$ cat config.mk
export PLATFORM = sky130hd
export DESIGN_NAME = http_request_head_parser_core
export DESIGN_NICKNAME = d
export VERILOG_FILES = /design/src/hrhp_pkg.sv /design/src/hrhp_length_acc.sv /design/src/hrhp_parse.sv /design/src/http_request_head_parser_core.sv
export SDC_FILE = /design/constraint.sdc
export NUM_CORES = 1
export LEC_CHECK = 0
export ABC_AREA = 0
export BUFFER_PORTS_ARGS = -buffer_cell sky130_fd_sc_hd__buf_2
export CAP_MARGIN = 20
export CORE_ASPECT_RATIO = 0.6
export CORE_MARGIN = 2
export CORE_UTILIZATION = 40
export DETAILED_ROUTE_END_ITERATION = 7
export SYNTH_ARGS = -nofsm -noshare
export SYNTH_HDL_FRONTEND = slang
export SYNTH_SLANG_ARGS = --single-unit
$ cat constraint.sdc
create_clock -name clock -period 6.9 [get_ports clock]
set_clock_uncertainty 0.15 [all_clocks]
set_input_delay 0.69 -clock clock [delete_from_list [all_inputs] [get_ports clock]]
set_output_delay 0.69 -clock clock [all_outputs]
set_load 0.05 [all_outputs]
$ cat src/hrhp_pkg.sv
// Package for the HTTP request head parser: phase codes, status codes, token ROM helpers.
// No dependencies.
`default_nettype none
package hrhp_pkg;

   localparam int LengthBitsDefault = 32;

   typedef enum logic [3:0] {
      PH_METHOD   = 4'd0,
      PH_URL_LEAD = 4'd1,
      PH_PREFIX   = 4'd2,
      PH_HOST     = 4'd3,
      PH_URL      = 4'd4,
      PH_VER_LEAD = 4'd5,
      PH_VER      = 4'd6,
      PH_HNAME    = 4'd7,
      PH_CONN_LD  = 4'd8,
      PH_CONN_VAL = 4'd9,
      PH_LEN_LD   = 4'd10,
      PH_LEN_DIG  = 4'd11,
      PH_HSKIP    = 4'd12,
      PH_BODY     = 4'd13
   } phase_type;

   localparam logic [1:0] ST_BUSY     = 2'd0;
   localparam logic [1:0] ST_BAD      = 2'd1;
   localparam logic [1:0] ST_GET_DONE = 2'd2;
   localparam logic [1:0] ST_POST_DONE = 2'd3;

   typedef struct packed {
      logic [1:0] status;
      logic       url_valid;
      logic       body_valid;
      logic [7:0] data_byte;
      logic       is_post;
      logic       keep_alive;
      logic [31:0] body_length;
   } result_type;

   // Byte p of a token (upper case); returns 0 past the end.
   function automatic logic [7:0] tok_get(input logic [3:0] p);
      case (p)
         4'd0: tok_get = "G";
         4'd1: tok_get = "E";
         4'd2: tok_get = "T";
         default: tok_get = 8'h00;
      endcase
   endfunction

   function automatic logic [7:0] tok_post(input logic [3:0] p);
      case (p)
         4'd0: tok_post = "P";
         4'd1: tok_post = "O";
         4'd2: tok_post = "S";
         4'd3: tok_post = "T";
         default: tok_post = 8'h00;
      endcase
   endfunction

   function automatic logic [7:0] tok_ver(input logic [3:0] p);
      case (p)
         4'd0: tok_ver = "H";
         4'd1: tok_ver = "T";
         4'd2: tok_ver = "T";
         4'd3: tok_ver = "P";
         4'd4: tok_ver = "/";
         4'd5: tok_ver = "1";
         4'd6: tok_ver = ".";
         4'd7: tok_ver = "1";
         default: tok_ver = 8'h00;
      endcase
   endfunction

   function automatic logic [7:0] tok_pre(input logic [3:0] p);
      case (p)
         4'd0: tok_pre = "H";
         4'd1: tok_pre = "T";
         4'd2: tok_pre = "T";
         4'd3: tok_pre = "P";
         4'd4: tok_pre = ":";
         4'd5: tok_pre = "/";
         4'd6: tok_pre = "/";
         default: tok_pre = 8'h00;
      endcase
   endfunction

   function automatic logic [7:0] tok_conn(input logic [3:0] p);
      case (p)
         4'd0: tok_conn = "C";
         4'd1: tok_conn = "O";
         4'd2: tok_conn = "N";
         4'd3: tok_conn = "N";
         4'd4: tok_conn = "E";
         4'd5: tok_conn = "C";
         4'd6: tok_conn = "T";
         4'd7: tok_conn = "I";
         4'd8: tok_conn = "O";
         4'd9: tok_conn = "N";
         4'd10: tok_conn = ":";
         default: tok_conn = 8'h00;
      endcase
   endfunction

   function automatic logic [7:0] tok_clen(input logic [3:0] p);
      case (p)
         4'd0: tok_clen = "C";
         4'd1: tok_clen = "O";
         4'd2: tok_clen = "N";
         4'd3: tok_clen = "T";
         4'd4: tok_clen = "E";
         4'd5: tok_clen = "N";
         4'd6: tok_clen = "T";
         4'd7: tok_clen = "-";
         4'd8: tok_clen = "L";
         4'd9: tok_clen = "E";
         4'd10: tok_clen = "N";
         4'd11: tok_clen = "G";
         4'd12: tok_clen = "T";
         4'd13: tok_clen = "H";
         4'd14: tok_clen = ":";
         default: tok_clen = 8'h00;
      endcase
   endfunction

   function automatic logic [7:0] tok_keep(input logic [3:0] p);
      case (p)
         4'd0: tok_keep = "K";
         4'd1: tok_keep = "E";
         4'd2: tok_keep = "E";
         4'd3: tok_keep = "P";
         4'd4: tok_keep = "-";
         4'd5: tok_keep = "A";
         4'd6: tok_keep = "L";
         4'd7: tok_keep = "I";
         4'd8: tok_keep = "V";
         4'd9: tok_keep = "E";
         default: tok_keep = 8'h00;
      endcase
   endfunction

endpackage
`default_nettype wire

$ cat src/hrhp_length_acc.sv
// Content-Length accumulator: value*10+digit with saturation at 2^LENGTH_BITS-1.
// Depends on hrhp_pkg.
`default_nettype none
module hrhp_length_acc import hrhp_pkg::*; #(
   parameter int LENGTH_BITS = LengthBitsDefault
) (
   input  wire logic [LENGTH_BITS-1:0] value,
   input  wire logic [3:0]             digit,
   output      logic [LENGTH_BITS-1:0] result
);
   logic [LENGTH_BITS+3:0] times_ten;
   logic [LENGTH_BITS+4:0] sum;
   assign times_ten = {1'b0, value, 3'b000} + {3'b000, value, 1'b0};
   assign sum = {1'b0, times_ten} + {{(LENGTH_BITS+1){1'b0}}, digit};
   assign result = (sum[LENGTH_BITS+4:LENGTH_BITS] != 5'd0) ? {LENGTH_BITS{1'b1}}
                                                            : sum[LENGTH_BITS-1:0];
endmodule
`default_nettype wire

$ cat src/hrhp_parse.sv
// Parser state and next-state logic for one request byte per cycle while step is high.
// Depends on hrhp_pkg and hrhp_length_acc.
`default_nettype none
module hrhp_parse import hrhp_pkg::*; #(
   parameter int LENGTH_BITS = LengthBitsDefault
) (
   input  wire logic       clock,
   input  wire logic       reset,
   input  wire logic       step,
   input  wire logic [7:0] rx_byte,
   output      result_type result
);
   phase_type              phase_ff, phase_in;
   logic [3:0]             pos_ff, pos_in;
   logic [1:0]             flags_ff, flags_in;
   logic                   cr_ff, cr_in, empty_ff, empty_in;
   logic                   post_ff, post_in, keep_ff, keep_in;
   logic [LENGTH_BITS-1:0] len_ff, len_in, left_ff, left_in, len_next, left_dec;
   logic [7:0]             u;
   logic                   blank, digit, bad, done, uv, bv;
   logic [3:0]             pos_inc, pos_sat;
   logic [1:0]             fl;

   hrhp_length_acc #(.LENGTH_BITS(LENGTH_BITS)) u_acc (
      .value(len_ff), .digit(rx_byte[3:0]), .result(len_next));

   assign u = (rx_byte >= "a" && rx_byte <= "z") ? rx_byte - 8'd32 : rx_byte;
   assign blank = rx_byte == " " || rx_byte == 8'h09;
   assign digit = rx_byte >= "0" && rx_byte <= "9";
   assign pos_inc = pos_ff + 4'd1;
   assign pos_sat = (pos_ff == 4'd15) ? pos_ff : pos_inc;
   assign left_dec = (left_ff != '0) ? left_ff - LENGTH_BITS'(1) : left_ff;

   always_comb begin
      phase_in = phase_ff; pos_in = pos_ff; flags_in = flags_ff; cr_in = cr_ff;
      empty_in = empty_ff; post_in = post_ff; keep_in = keep_ff;
      len_in = len_ff; left_in = left_ff;
      bad = 1'b0; done = 1'b0; uv = 1'b0; bv = 1'b0; fl = flags_ff;
      if (phase_ff == PH_BODY) begin
         bv = 1'b1;
         left_in = left_dec;
         if (left_dec == '0) done = 1'b1;
      end else if (cr_ff) begin
         cr_in = 1'b0;
         if (rx_byte != 8'h0A) begin
            bad = 1'b1;
         end else begin
            case (phase_ff)
               PH_VER: begin
                  if (pos_ff == 4'd8) begin
                     phase_in = PH_HNAME; pos_in = '0; flags_in = 2'b11; empty_in = 1'b1;
                  end else bad = 1'b1;
               end
               PH_HNAME: begin
                  if (!empty_ff) begin
                     pos_in = '0; flags_in = 2'b11; empty_in = 1'b1;
                  end else if (len_ff != '0) begin
                     phase_in = PH_BODY; left_in = len_ff;
                  end else done = 1'b1;
               end
               PH_CONN_VAL, PH_CONN_LD, PH_LEN_LD, PH_LEN_DIG, PH_HSKIP: begin
                  if (phase_ff == PH_CONN_VAL && pos_ff == 4'd10) keep_in = 1'b1;
                  phase_in = PH_HNAME; pos_in = '0; flags_in = 2'b11; empty_in = 1'b1;
               end
               default: bad = 1'b1;
            endcase
         end
      end else if (rx_byte == 8'h0D) begin
         cr_in = 1'b1;
      end else if (rx_byte == 8'h0A) begin
         bad = 1'b1;
      end else begin
         case (phase_ff)
            PH_METHOD: begin
               if (blank) begin
                  if (flags_ff[0] && pos_ff == 4'd3) begin
                     post_in = 1'b0; phase_in = PH_URL_LEAD;
                  end else if (flags_ff[1] && pos_ff == 4'd4) begin
                     post_in = 1'b1; phase_in = PH_URL_LEAD;
                  end else bad = 1'b1;
               end else begin
                  if (!(pos_ff < 4'd3 && tok_get(pos_ff) == u)) fl[0] = 1'b0;
                  if (!(pos_ff < 4'd4 && tok_post(pos_ff) == u)) fl[1] = 1'b0;
                  flags_in = fl; pos_in = pos_sat;
                  if (fl == 2'b00) bad = 1'b1;
               end
            end
            PH_URL_LEAD: begin
               if (!blank) begin
                  if (rx_byte == "/") begin
                     uv = 1'b1; phase_in = PH_URL;
                  end else if (u == "H") begin
                     pos_in = 4'd1; phase_in = PH_PREFIX;
                  end else bad = 1'b1;
               end
            end
            PH_PREFIX: begin
               if (pos_ff < 4'd7 && tok_pre(pos_ff) == u) begin
                  pos_in = pos_inc;
                  if (pos_inc == 4'd7) phase_in = PH_HOST;
               end else bad = 1'b1;
            end
            PH_HOST: begin
               if (blank) bad = 1'b1;
               else if (rx_byte == "/") begin
                  uv = 1'b1; phase_in = PH_URL;
               end
            end
            PH_URL: begin
               if (blank) phase_in = PH_VER_LEAD;
               else uv = 1'b1;
            end
            PH_VER_LEAD: begin
               if (!blank) begin
                  if (u == "H") begin
                     pos_in = 4'd1; phase_in = PH_VER;
                  end else bad = 1'b1;
               end
            end
            PH_VER: begin
               if (pos_ff < 4'd8 && tok_ver(pos_ff) == u) pos_in = pos_inc;
               else bad = 1'b1;
            end
            PH_HNAME: begin
               empty_in = 1'b0;
               if (!(pos_ff < 4'd11 && tok_conn(pos_ff) == u)) fl[0] = 1'b0;
               if (!(pos_ff < 4'd15 && tok_clen(pos_ff) == u)) fl[1] = 1'b0;
               flags_in = fl; pos_in = pos_sat;
               if (fl[0] && pos_sat == 4'd11) phase_in = PH_CONN_LD;
               else if (fl[1] && pos_sat == 4'd15) begin
                  phase_in = PH_LEN_LD; len_in = '0;
               end else if (fl == 2'b00) phase_in = PH_HSKIP;
            end
            PH_CONN_LD: begin
               if (!blank) begin
                  if (u == "K") begin
                     pos_in = 4'd1; phase_in = PH_CONN_VAL;
                  end else phase_in = PH_HSKIP;
               end
            end
            PH_CONN_VAL: begin
               if (pos_ff < 4'd10 && tok_keep(pos_ff) == u) pos_in = pos_inc;
               else phase_in = PH_HSKIP;
            end
            PH_LEN_LD: begin
               if (!(blank || rx_byte == 8'h0B || rx_byte == 8'h0C)) begin
                  if (digit) begin
                     len_in = LENGTH_BITS'(rx_byte[3:0]); phase_in = PH_LEN_DIG;
                  end else phase_in = PH_HSKIP;
               end
            end
            PH_LEN_DIG: begin
               if (digit) len_in = len_next;
               else phase_in = PH_HSKIP;
            end
            PH_HSKIP: ;
            default: bad = 1'b1;
         endcase
      end
   end

   // flags and length are reported as updated by this byte
   always_comb begin
      result.status = bad ? ST_BAD : (done ? (post_ff ? ST_POST_DONE : ST_GET_DONE) : ST_BUSY);
      result.url_valid = uv && !bad;
      result.body_valid = bv && !bad;
      result.data_byte = ((uv || bv) && !bad) ? rx_byte : 8'h00;
      result.is_post = post_in;
      result.keep_alive = keep_in;
      if (LENGTH_BITS > 32) begin
         result.body_length = (len_in > LENGTH_BITS'(32'hFFFF_FFFF)) ? 32'hFFFF_FFFF
                                                                     : 32'(len_in);
      end else begin
         result.body_length = 32'(len_in);
      end
   end

   always_ff @(posedge clock) begin
      if (reset || (step && (bad || done))) begin
         phase_ff <= PH_METHOD; pos_ff <= '0; flags_ff <= 2'b11; cr_ff <= 1'b0;
         empty_ff <= 1'b1; post_ff <= 1'b0; keep_ff <= 1'b0;
         len_ff <= '0; left_ff <= '0;
      end else if (step) begin
         phase_ff <= phase_in; pos_ff <= pos_in; flags_ff <= flags_in; cr_ff <= cr_in;
         empty_ff <= empty_in; post_ff <= post_in; keep_ff <= keep_in;
         len_ff <= len_in; left_ff <= left_in;
      end
   end
endmodule
`default_nettype wire

$ cat src/http_request_head_parser_core.sv
// HTTP request head parser top level: input byte register, parser, result register.
// Depends on hrhp_pkg and hrhp_parse.
//
// Usage: request bytes enter on the req_ stream, one byte per transaction.
// Every accepted byte yields exactly one result transaction on rsp_.
// rsp_tdata carries status, url_valid, body_valid, data_byte, is_post,
// keep_alive and body_length. Status is 0 while a request is in progress,
// 1 on a bad request, 2 on a completed GET and 3 on a completed POST;
// after 1, 2 or 3 the parser is back at the start of a new request.
// An accepted byte is held in the input register, which feeds the parser;
// the result register loads when the parser steps. Throughput: one byte
// per cycle while the receiver does not stall; the parser state registers
// are updated once per byte.
// Reset (synchronous, active high) empties both registers and returns the
// parser to the method phase. When the receiver stalls, the result holds
// and the input register fills, after which req_tready drops.
`default_nettype none
module http_request_head_parser_core import hrhp_pkg::*; #(
   parameter int LENGTH_BITS = LengthBitsDefault
) (
   input  wire logic        clock,
   input  wire logic        reset,
   input  wire logic        req_tvalid,
   output      logic        req_tready,
   input  wire logic [7:0]  req_tdata,   // [7:0] rx_byte
   output      logic        rsp_tvalid,
   input  wire logic        rsp_tready,
   output      logic [47:0] rsp_tdata    // [1:0] status, [2] url_valid, [3] body_valid,
                                         // [11:4] data_byte, [12] is_post,
                                         // [13] keep_alive, [45:14] body_length, rest 0
);
   logic       in_vld_ff;
   logic [7:0] in_byte_ff;
   logic       out_vld_ff;
   logic [47:0] out_data_ff;
   logic       step;
   result_type res;

   assign step = in_vld_ff && (!out_vld_ff || rsp_tready);
   assign req_tready = !in_vld_ff || step;

   hrhp_parse #(.LENGTH_BITS(LENGTH_BITS)) u_parse (
      .clock(clock), .reset(reset), .step(step), .rx_byte(in_byte_ff), .result(res));

   always_ff @(posedge clock) begin
      if (reset) begin
         in_vld_ff <= 1'b0;
         out_vld_ff <= 1'b0;
      end else begin
         if (req_tready) in_vld_ff <= req_tvalid;
         if (step) out_vld_ff <= 1'b1;
         else if (rsp_tready) out_vld_ff <= 1'b0;
      end
   end

   always_ff @(posedge clock) begin
      if (req_tready && req_tvalid) in_byte_ff <= req_tdata;
      if (step) out_data_ff <= {2'b00, res.body_length, res.keep_alive, res.is_post,
                                res.data_byte, res.body_valid, res.url_valid, res.status};
   end

   assign rsp_tvalid = out_vld_ff;
   assign rsp_tdata = out_data_ff;
endmodule
`default_nettype wire

==> results.sh <==
export IMPL_synth_top_cell_by_area="dfxtp_1"
export IMPL_fin_crit_sh=0.7782
export IMPL_fill_cells=3177
export IMPL_synth_edf_count=54
export IMPL_met3_length_mm=5.912
export IMPL_grt_pass1_vias=11040
export IMPL_yosysMostFrequentCell="nor2_1"
export IMPL_core_area_um2=31030
export IMPL_netlist_instances=1560
export IMPL_status="completed"
export IMPL_clock_latency_ns=0.46
export IMPL_ys_types=101
export IMPL_crit_type="reg2reg"
export IMPL_tns_ns=0
export IMPL_grt_usage=0.2616
export IMPL_cts_buffers=17
export IMPL_worst_setup_path_start_kind="register"
export IMPL_hp_start="req_tdata[0]"
export IMPL_rows=50
export IMPL_cts_resized_gates=0
export IMPL_vdd_drop_max_uv=167.9
export IMPL_multi_input_area_um2=8170
export IMPL_async_flop_share=0
export IMPL_die_height_um=141.2
export IMPL_globalplace_congestion=0.9571
export IMPL_powerDensity_nw_per_um2=159.2
export IMPL_regArea_um2=3784
export IMPL_io_buffers=59
export IMPL_clk_pin_slew_worst_paths_ns=0.07
export IMPL_end_kind="register"
export IMPL_worstPathMaxFanout=19
export IMPL_yosys_top_cells_count="nor2_1 (194), a21oi_1 (172), nand2_1 (130), dfxtp_1 (108), o21ai_0 (92)"
export IMPL_reg2reg_slack_ns=1.53
export IMPL_drt_iter0_drc=1894
export IMPL_worstPathArrival_ns=5.43
export IMPL_setup_viol=0
export IMPL_synth_seq_cells=162
export IMPL_synthToLayoutAreaGrowth_pct=9.016
export IMPL_drive_gt1_frac=0.1289
export IMPL_p_leak_nw=5.288
export IMPL_postCtsSetupRepairBufs=0
export IMPL_clock_fmax_mhz=186.2
export IMPL_holdBufCountCts=0
export IMPL_crit_required_ns=6.96
export IMPL_ys_warn_count=0
export IMPL_tightest_slew_ns=1.122
export IMPL_htreeDepth=4
export IMPL_cts_num_sinks=162
export IMPL_wl_per_cell_um=21.84
export IMPL_synth_top_area_share=0.1724
export IMPL_die_area_um2=32840
export IMPL_clock_path_buffers=2
export IMPL_vias=12590
export IMPL_grt_max_degree=73
export IMPL_drv_cap=0
export IMPL_hold_ws_ns=0.2508
export IMPL_wl_met1_mm=21.62
export IMPL_finalHoldViolCount=0
export IMPL_hold_class="in2reg"
export IMPL_synthTopCellsByArea="dfxtp_1 (17%), edfxtp_1 (13%), ha_1 (7.7%)"
export IMPL_period_needed_ns=5.370
export IMPL_synth_ff_type="dfxtp_1"
export IMPL_start_util=0.4043
export IMPL_rsz0062_at_grt="false"
export IMPL_dr_pass1_iters=7
export IMPL_postRouteAntennaNets=0
export IMPL_hpwl_mm=31.62
export IMPL_drc=0
export IMPL_drv_slew=0
export IMPL_syn_area_um2=12540
export IMPL_cts_tree="yes"
export IMPL_root_buffer="clkbuf_16"
export IMPL_ys_seq_area_frac=0.3016
export IMPL_final_nets=1653
export IMPL_synth_avg_cell_area_um2=8.041
export IMPL_ioPinCount=62
export IMPL_rr_startpoint="in_byte_ff[2]"
export IMPL_highest_layer="met4"
export IMPL_worstSetupStartpoint="in_byte_ff[2]"
export IMPL_vias_per_cell=6.322
export IMPL_insertedDiodeCount=0
export IMPL_wl_met2_mm=15.64
export IMPL_fp_dieW_um=232.6
export IMPL_finalWirelength_mm=43.47
export IMPL_grt_first_pass_wirelength_mm=65.96
export IMPL_antenna_found_initial=0
export IMPL_fin_util=0.4407
export IMPL_grt_overflow_total=0
export IMPL_relSlewSlack=0.2502
-- critical path: stages, from the launching register on --
cell and delay, ns:
edfxtp_1 0.51, buf_4 0.26, ha_1 0.32, ha_1 0.24, fa_1 0.45, a211oi_1 0.29, o211ai_1 0.19, nand3b_1 0.15
a41oi_1 0.35, a41oi_1 0.34, mux2_2 0.42, a2111oi_4 0.76, o21ai_0 0.39, a21oi_1 0.23, nor2_1 0.06
-- layout make-up --
| class | count | share of cell area |
|---|---|---|
| multi-input combinational | 1258 | 0.5974 |
| clock buffer | 18 | 0.03211 |
| clock inverter | 14 | 0.009973 |
| tap | 416 | 0.03806 |
| timing repair buffer | 83 | 0.03477 |
| inverter | 40 | 0.01098 |
| sequential | 162 | 0.2767 |
-- through the flow --
stage	power, W	instance area (um2)	setup slack [ns]	cells
after global routing	0.002246	13680	1.172	1991
after CTS	0.002194	13680	1.553	1991
final	0.002177	13680	1.530	1991
after floorplan	0.001184	12550	2.485	1561
after detailed placement	0.001235	13100	1.558	1959
after global placement	0.001234	13100	1.715	1959
-- layer usage --
| metal | vias up | global-route usage |
|---|---|---|
| met5 | - | 0.008929 |
| met4 | 0 | 0.04190 |
| met3 | 33 | 0.1050 |
| met2 | 702 | 0.3134 |
| met1 | 6013 | 0.4203 |
| li1 | 5840 | - |
-- logic make-up after synthesis --
kind of cell | share of synthesized area
fa+ha+maj | 0.07999
flops | 0.3016
buf+inv | 0.04927
xor+xnor | 0.03700
mux | 0.01107
simple gates | 0.2438
other cells | 0.0002989
compound gates | 0.2770
-- path summary, 6_finish.rpt --
kind | end | depth (start not counted)
worst max-delay path | rsp_tdata[19] | 14
worst min-delay path | in_byte_ff[0] | 1
worst max register to register | rsp_tdata[19] | 14
worst min register to register | u_parse.keep_ff | 2
-- cell usage in the layout, fill, tap and decap left out, types with 36 or more instances in the layout --
cell type / Yosys / layout
a21oi_1: 172 / 171
buf_2: 17 / 59
dfxtp_1: 108 / 108
edfxtp_1: 54 / 54
ha_1: 77 / 77
inv_1: 37 / 36
nand2_1: 130 / 130
nor2_1: 194 / 193
nor3_1: 41 / 40
o21ai_0: 92 / 92
xnor2_1: 38 / 38
-- where the power goes --
group	switching [W]	total (W)	leakage, nW	internal (W)
clock	0.000468	0.000958	0.289	0.000491
combinational	0.000145	0.000200	3.61	0.0000549
sequential	0.0000159	0.00102	1.39	0.00100
total	0.000629	0.00218	5.29	0.00155
No activity file was read; power rests on OpenSTA's default activity.
